<file path="config.mk">
export PLATFORM = sky130hd
export DESIGN_NAME = console_line_editor
export DESIGN_NICKNAME = d
export VERILOG_FILES = /design/src/hdl/cle_pkg.sv /design/src/hdl/console_line_editor.sv /design/src/hdl/cle_line_core.sv /design/src/hdl/cle_result_queue.sv
export SDC_FILE = /design/constraint.sdc
export NUM_CORES = 1
export LEC_CHECK = 0
export BUFFER_PORTS_ARGS = -buffer_cell sky130_fd_sc_hd__buf_2
export CAP_MARGIN = 10
export CELL_PAD_IN_SITES_DETAIL_PLACEMENT = 1
export CELL_PAD_IN_SITES_GLOBAL_PLACEMENT = 2
export CORE_UTILIZATION = 25
export DETAILED_ROUTE_END_ITERATION = 10
export GPL_TIMING_DRIVEN = 1
export PLACE_DENSITY = 0.6
export SYNTH_ARGS = -nofsm -noshare
export SYNTH_HDL_FRONTEND = slang
export SYNTH_SLANG_ARGS = --single-unit
</file>
<file path="constraint.sdc">
create_clock -name aclk -period 18.86 [get_ports aclk]
set_input_delay 4.715 -clock aclk [delete_from_list [all_inputs] [get_ports aclk]]
set_output_delay 4.715 -clock aclk [all_outputs]
set_load 0.005 [all_outputs]
</file>
<file path="src/hdl/cle_pkg.sv">
package cle_pkg;

    localparam logic [31:0] WIN_LOW  = 32'ha000_0000;
    localparam logic [31:0] WIN_HIGH = 32'ha3ff_ffff;

    localparam logic [7:0] CH_EOT   = 8'd4;
    localparam logic [7:0] CH_BS    = 8'd8;
    localparam logic [7:0] CH_DEL   = 8'd127;
    localparam logic [7:0] CH_LF    = 8'd10;
    localparam logic [7:0] CH_CR    = 8'd13;
    localparam logic [7:0] CH_SPACE = 8'd32;

    localparam logic REQ_START = 1'b0;
    localparam logic REQ_BYTE  = 1'b1;

    localparam logic [1:0] ST_OK       = 2'd0;
    localparam logic [1:0] ST_BAD_DESC = 2'd1;
    localparam logic [1:0] ST_ADDR     = 2'd2;

    localparam int MAX_RES = 3;

    typedef struct packed {
        logic        req_type;
        logic [15:0] descriptor;
        logic [31:0] dest_address;
        logic [31:0] byte_limit;
        logic [7:0]  rx_byte;
    } in_item_t;

    typedef struct packed {
        logic        echo_valid;
        logic [7:0]  echo_byte;
        logic        store_valid;
        logic [31:0] store_offset;
        logic [7:0]  store_byte;
        logic        line_done;
        logic [31:0] line_length;
        logic [1:0]  status;
        logic        last;
    } result_t;

    // results of one item handed from the editor core to the result queue
    typedef struct packed {
        logic                      load;
        logic [1:0]                count;
        result_t [MAX_RES-1:0]     res;
    } res_load_t;

endpackage

</file>
<file path="src/hdl/console_line_editor.sv">
// console line editor: canonical-mode line input for a serial console
// path: an accepted item sits in the input register until the core takes it; the core decodes
//   it combinationally and registers its results in the result queue, which drives m_
// throughput: one item per cycle for items with no result while the result queue has space;
//   an item with results (up to three) waits for space in the three-slot result queue
// reset: synchronous, active low; no line open, fill index and limit cleared
module console_line_editor (
    input  logic        aclk,
    input  logic        aresetn,
    // input items
    input  logic        s_tvalid,
    output logic        s_tready,
    input  logic [87:0] s_tdata,   // descriptor, dest_address, byte_limit, rx_byte
    input  logic        s_tuser,   // req_type
    // result items
    output logic        m_tvalid,
    input  logic        m_tready,
    output logic [87:0] m_tdata,   // echo_valid, echo_byte, store_valid, store_offset,
                                   // store_byte, line_done, line_length, status, pad
    output logic        m_tlast    // last result of the input item
);
    import cle_pkg::*;

    // input register stage
    logic     in_valid_reg;
    in_item_t in_item_reg;
    in_item_t in_item_next;

    logic      take;
    logic      space;
    res_load_t ld;
    result_t   out_res;

    // unpack the stream word, first field in the low bits
    always_comb begin
        in_item_next.req_type     = s_tuser;
        in_item_next.descriptor   = s_tdata[15:0];
        in_item_next.dest_address = s_tdata[47:16];
        in_item_next.byte_limit   = s_tdata[79:48];
        in_item_next.rx_byte      = s_tdata[87:80];
    end

    // the register frees up in the same cycle the core consumes its item
    assign s_tready = !in_valid_reg || take;

    always_ff @(posedge aclk) begin
        if (!aresetn) begin
            in_valid_reg <= 1'b0;
        end else if (s_tready) begin
            in_valid_reg <= s_tvalid;
        end
    end

    always_ff @(posedge aclk) begin
        if (s_tvalid && s_tready) begin
            in_item_reg <= in_item_next;
        end
    end

    // line state and per-item decode
    cle_line_core u_core (
        .aclk       (aclk),
        .aresetn    (aresetn),
        .item_valid (in_valid_reg),
        .item       (in_item_reg),
        .space      (space),
        .take       (take),
        .ld         (ld)
    );

    // holds the up to three results of one item and plays them out in order
    cle_result_queue u_queue (
        .aclk      (aclk),
        .aresetn   (aresetn),
        .ld        (ld),
        .space     (space),
        .out_valid (m_tvalid),
        .out_ready (m_tready),
        .out_res   (out_res)
    );

    // pack result fields, lowest first, zero pad to whole bytes
    assign m_tdata = {3'b000,
                      out_res.status,
                      out_res.line_length,
                      out_res.line_done,
                      out_res.store_byte,
                      out_res.store_offset,
                      out_res.store_valid,
                      out_res.echo_byte,
                      out_res.echo_valid};
    assign m_tlast = out_res.last;

endmodule

</file>
<file path="src/hdl/cle_line_core.sv">
module cle_line_core (
    input  logic              aclk,
    input  logic              aresetn,
    input  logic              item_valid,
    input  cle_pkg::in_item_t item,
    input  logic              space,
    output logic              take,
    output cle_pkg::res_load_t ld
);
    import cle_pkg::*;

    logic        line_open_reg, line_open_next;
    logic [31:0] fill_index_reg, fill_index_next;
    logic [31:0] limit_held_reg, limit_held_next;

    logic [31:0] fill_inc;
    logic [32:0] addr_end;
    logic [1:0]  n;
    result_t [MAX_RES-1:0] res;

    assign take     = item_valid && space;
    assign fill_inc = fill_index_reg + 32'd1;
    assign addr_end = {1'b0, item.dest_address} + {1'b0, item.byte_limit};

    always_comb begin
        line_open_next  = line_open_reg;
        fill_index_next = fill_index_reg;
        limit_held_next = limit_held_reg;
        res             = '0;
        n               = 2'd0;
        if (take) begin
            if (item.req_type == REQ_START) begin
                line_open_next  = 1'b0;
                fill_index_next = '0;
                priority if (item.descriptor != 16'd0) begin
                    res[0].line_done = 1'b1;
                    res[0].status    = ST_BAD_DESC;
                    n = 2'd1;
                end else if (item.dest_address < WIN_LOW ||
                             addr_end > {1'b0, WIN_HIGH}) begin
                    res[0].line_done = 1'b1;
                    res[0].status    = ST_ADDR;
                    n = 2'd1;
                end else if (item.byte_limit == 32'd0) begin
                    res[0].echo_valid = 1'b1;
                    res[0].echo_byte  = CH_LF;
                    res[0].line_done  = 1'b1;
                    n = 2'd1;
                end else begin
                    line_open_next  = 1'b1;
                    limit_held_next = item.byte_limit;
                end
            end else if (line_open_reg) begin
                priority if (item.rx_byte == CH_EOT) begin
                    res[0].line_done   = 1'b1;
                    res[0].line_length = fill_index_reg;
                    line_open_next     = 1'b0;
                    n = 2'd1;
                end else if (item.rx_byte == CH_BS || item.rx_byte == CH_DEL) begin
                    res[0].echo_valid = 1'b1;
                    res[0].echo_byte  = CH_BS;
                    if (fill_index_reg != 32'd0) begin
                        fill_index_next     = fill_index_reg - 32'd1;
                        res[0].store_valid  = 1'b1;
                        res[0].store_offset = fill_index_reg - 32'd1;
                    end
                    res[1].echo_valid = 1'b1;
                    res[1].echo_byte  = CH_SPACE;
                    res[2].echo_valid = 1'b1;
                    res[2].echo_byte  = CH_BS;
                    n = 2'd3;
                end else if (item.rx_byte == CH_LF || item.rx_byte == CH_CR) begin
                    res[0].echo_valid   = 1'b1;
                    res[0].echo_byte    = item.rx_byte;
                    res[0].store_valid  = 1'b1;
                    res[0].store_offset = fill_index_reg;
                    res[0].store_byte   = CH_LF;
                    res[1].echo_valid   = 1'b1;
                    res[1].echo_byte    = CH_LF;
                    res[1].line_done    = 1'b1;
                    res[1].line_length  = fill_inc;
                    fill_index_next     = fill_inc;
                    line_open_next      = 1'b0;
                    n = 2'd2;
                end else begin
                    res[0].echo_valid   = 1'b1;
                    res[0].echo_byte    = item.rx_byte;
                    res[0].store_valid  = 1'b1;
                    res[0].store_offset = fill_index_reg;
                    res[0].store_byte   = item.rx_byte;
                    fill_index_next     = fill_inc;
                    n = 2'd1;
                    if (fill_inc >= limit_held_reg) begin
                        res[1].echo_valid  = 1'b1;
                        res[1].echo_byte   = CH_LF;
                        res[1].line_done   = 1'b1;
                        res[1].line_length = fill_inc;
                        line_open_next     = 1'b0;
                        n = 2'd2;
                    end
                end
            end
        end
        unique case (n)
            2'd1:    res[0].last = 1'b1;
            2'd2:    res[1].last = 1'b1;
            2'd3:    res[2].last = 1'b1;
            default: ;
        endcase
    end

    assign ld.load  = take && (n != 2'd0);
    assign ld.count = n;
    assign ld.res   = res;

    always_ff @(posedge aclk) begin
        if (!aresetn) begin
            line_open_reg  <= 1'b0;
            fill_index_reg <= '0;
            limit_held_reg <= '0;
        end else begin
            line_open_reg  <= line_open_next;
            fill_index_reg <= fill_index_next;
            limit_held_reg <= limit_held_next;
        end
    end

    // an open line always has room left below its limit
    a_open_room: assert property (@(posedge aclk) disable iff (!aresetn)
        line_open_reg |-> (fill_index_reg < limit_held_reg))
        else $error("open line at or beyond its limit");

    // a start item never leaves more than one result
    a_start_one: assert property (@(posedge aclk) disable iff (!aresetn)
        (take && item.req_type == REQ_START) |-> (n == 2'd0 || n == 2'd1))
        else $error("start item produced several results");

endmodule

</file>
<file path="src/hdl/cle_result_queue.sv">
module cle_result_queue (
    input  logic               aclk,
    input  logic               aresetn,
    input  cle_pkg::res_load_t ld,
    output logic               space,
    output logic               out_valid,
    input  logic               out_ready,
    output cle_pkg::result_t   out_res
);
    import cle_pkg::*;

    result_t    res_reg [MAX_RES];
    logic [1:0] rd_idx_reg;
    logic [1:0] cnt_reg;
    logic       fire;

    assign out_valid = (cnt_reg != 2'd0);
    assign out_res   = res_reg[rd_idx_reg];
    assign fire      = out_valid && out_ready;
    assign space     = (cnt_reg == 2'd0) || (cnt_reg == 2'd1 && out_ready);

    always_ff @(posedge aclk) begin
        if (ld.load) begin
            for (int i = 0; i < MAX_RES; i++) begin
                res_reg[i] <= ld.res[i];
            end
        end
    end

    always_ff @(posedge aclk) begin
        if (!aresetn) begin
            rd_idx_reg <= '0;
            cnt_reg    <= '0;
        end else if (ld.load) begin
            rd_idx_reg <= '0;
            cnt_reg    <= ld.count;
        end else if (fire) begin
            rd_idx_reg <= rd_idx_reg + 2'd1;
            cnt_reg    <= cnt_reg - 2'd1;
        end
    end

    a_last_end: assert property (@(posedge aclk) disable iff (!aresetn)
        (out_valid && out_res.last) |-> (cnt_reg == 2'd1))
        else $error("last flag on a result that is not the final one");

    a_not_last: assert property (@(posedge aclk) disable iff (!aresetn)
        (out_valid && !out_res.last) |-> (cnt_reg > 2'd1))
        else $error("final result of an item lacks the last flag");

    a_no_overrun: assert property (@(posedge aclk) disable iff (!aresetn)
        ld.load |-> (cnt_reg == 2'd0 || (cnt_reg == 2'd1 && fire)))
        else $error("results loaded over undelivered ones");

    a_idx_range: assert property (@(posedge aclk) disable iff (!aresetn)
        ({1'b0, rd_idx_reg} + {1'b0, cnt_reg}) <= 3'd3)
        else $error("read index runs past loaded results");

endmodule
</file>
==> results.sh <==
export IMPL_hold_violations=0
export IMPL_post_cts_buffers=0
export IMPL_place_port_buffers=180
export IMPL_cp_common_cell="buf_2"
export IMPL_dpl_cell_area_um2=17000
export IMPL_grt_pass1_vias=12766
export IMPL_numCtsBuffers=37
export IMPL_final_common_cell="edfxtp_1"
export IMPL_drc=0
export IMPL_cap_violations=0
export IMPL_final_cell_mix="edfxtp_1, buf_2, nand2_1"
export IMPL_multiInputGateArea_um2=6940
export IMPL_path_max_fanout=4
export IMPL_wl_met2_mm=23.6
export IMPL_fmaxAchievable_mhz=99.5
export IMPL_nFillCells=6927
export IMPL_wl_met1_mm=22.5
export IMPL_worst_setup_path_type="in2out"
export IMPL_first_pass_iters=5
export IMPL_hold_buffers=0
export IMPL_area_delta_synth_final_pct=18.7
export IMPL_cts_tree="built"
export IMPL_path_buf_inv=2
export IMPL_drt_iter0_drc=614
export IMPL_num_vias=12086
export IMPL_fin_area_um2=18300
export IMPL_fp_dieArea_um2=62600
export IMPL_dp_hpwl_mm=35.7
export IMPL_die_h_um=250
export IMPL_synth_area_per_cell_um2=9.97
export IMPL_ant_nets=0
export IMPL_synth_edff_count=214
export IMPL_htreeDepth=2
export IMPL_period_needed_ps=10050
export IMPL_grt_ovfl_total=0
export IMPL_period_share=0.533
export IMPL_start_util=0.254
export IMPL_ios=184
export IMPL_rsz0062_at_grt="no"
export IMPL_cp_end_kind="primary output"
export IMPL_crit_arrival_ps=5340
export IMPL_vias_per_cell=4.86
export IMPL_setup_viol=0
export IMPL_crit_chain="buf_2 > a21oi_1 > nand2_1 > buf_2"
export IMPL_row_count=90
export IMPL_synth_cells=1545
export IMPL_async_flop_share=0
export IMPL_status="completed"
export IMPL_drive_gt1_frac=0.169
export IMPL_grt_pass1_wl_mm=76.3
export IMPL_synthFlopType="edfxtp_1"
export IMPL_r2r_slack_ps=11590
export IMPL_die_x_um=250
export IMPL_yosys_warnings=0
export IMPL_critPathSlowestCell="a21oi_1"
export IMPL_setup_tns_ps=0
export IMPL_peakVddDrop_uv=54.9
export IMPL_cpLargestDelayFamily="compound AO/OA/AOI/OAI gates"
export IMPL_cts_root_buf="clkbuf_16"
export IMPL_nets=1840
export IMPL_cts_sinks=286
export IMPL_core_um2=60600
export IMPL_synth_seq_cells=286
export IMPL_holdCritPathClass="reg2reg"
export IMPL_synth_area_um2=15400
export IMPL_path_clk_slew_ps=50
export IMPL_cts_resized=0
export IMPL_report_final_slew_viol_count=0
export IMPL_grt_use_total=0.157
export IMPL_grt_antenna_before_repair=0
export IMPL_dr_wl_met3_mm=2.28
export IMPL_gp_congestion=0.805
export IMPL_totalWireLength_mm=49.8
export IMPL_slew_headroom=0.260
export IMPL_p_leak_nw=6.67
export IMPL_yosysSeqAreaShare=0.511
export IMPL_n_antenna_cell=0
export IMPL_cts_path_max_buffers=3
export IMPL_clkLatencyLatePin_ps=560
export IMPL_grt_max_degree=88
export IMPL_worstMarginPinSlew_ps=1110
export IMPL_powerDensity_nw_per_um2=91.1
export IMPL_fin_skew_ps=14.6
export IMPL_seq_area_um2=7870
export IMPL_crit_required_ps=14150
export IMPL_wl_per_cell_um=20.0
export IMPL_ys_types=74
export IMPL_worst_setup_path_start_kind="input port"
export IMPL_slowest_delay_ps=270
export IMPL_routed_top_layer="met4"
export IMPL_largest_reg_flops=125
-- metal layers --
metal / up-vias / global-route usage
met5: - / 0
met3: 73 / 0.0298
met2: 227 / 0.266
met1: 5925 / 0.203
met4: 0 / 0.0472
li1: 5861 / -
-- report_power, final --
part,internal [mW],switching [mW]
combinational,0.0877,0.134
clock,0.430,0.288
sequential,0.709,0.0175
-- tightest hold or removal path, cell delays in order (launching register included) --
cell,delay [ps]
dfxtp_1,300
nand2_1,50
mux2i_1,50
-- area by class of cell --
type                            count  area share
Clock buffer                       46      0.0541
Clock inverter                     21      0.0131
Inverter                           58      0.0119
Multi-Input combinational cell   1098       0.380
Sequential cell                   286       0.431
Tap cell                          782      0.0535
Timing Repair Buffer              197      0.0570
-- through the flow --
stage,worst slack (ps),util,instances,hold WS [ps],total power [mW]
2_1_floorplan,3990,-,1547,435,0.874
3_3_place_gp,8850,0.281,2420,447,0.962
3_5_place_dp,8790,0.281,2420,448,0.968
4_1_cts,8800,0.301,2487,458,1.70
5_1_grt,8680,0.302,2488,472,1.74
6_report,8810,0.302,2488,454,1.67
-- Yosys cell counts, types with 53 or more instances --
cell type | count | area, um2
ha_1 | 68 | 851
nand3_1 | 53 | 265
nor2_1 | 123 | 462
mux2i_1 | 69 | 691
inv_1 | 58 | 218
and2_1 | 93 | 582
o21ai_0 | 82 | 410
dfxtp_1 | 72 | 1440
edfxtp_1 | 214 | 6430
clkbuf_1 | 88 | 330
a21oi_1 | 117 | 586
nand2_1 | 165 | 619
-- path summary, 6_finish.rpt --
kind	start	endpoint	cells after the start
max	m_tready	s_tready	4
min	u_core.limit_held_reg[3]$_SDFFE_PN0P_	u_core.limit_held_reg[3]$_SDFFE_PN0P_	2
max reg2reg	u_core.fill_index_reg[0]$_SDFFE_PN0P_	u_queue.res_reg[0][48]$_SDFFCE_PP0P_	15
min reg2reg	u_core.limit_held_reg[3]$_SDFFE_PN0P_	u_core.limit_held_reg[3]$_SDFFE_PN0P_	2
-- cells by family after synthesis --
| family | count (synthesis) | share of synthesized area |
|---|---|---|
| simple gates | 588 | 0.188 |
| compound gates | 325 | 0.130 |
| flops | 286 | 0.511 |
| buf+inv | 163 | 0.0443 |
| mux | 70 | 0.0456 |
| fa+ha+maj | 69 | 0.0565 |
| xor+xnor | 43 | 0.0244 |
| other cells | 1 | 0.000243 |
No activity file was read; power rests on OpenSTA's default activity.
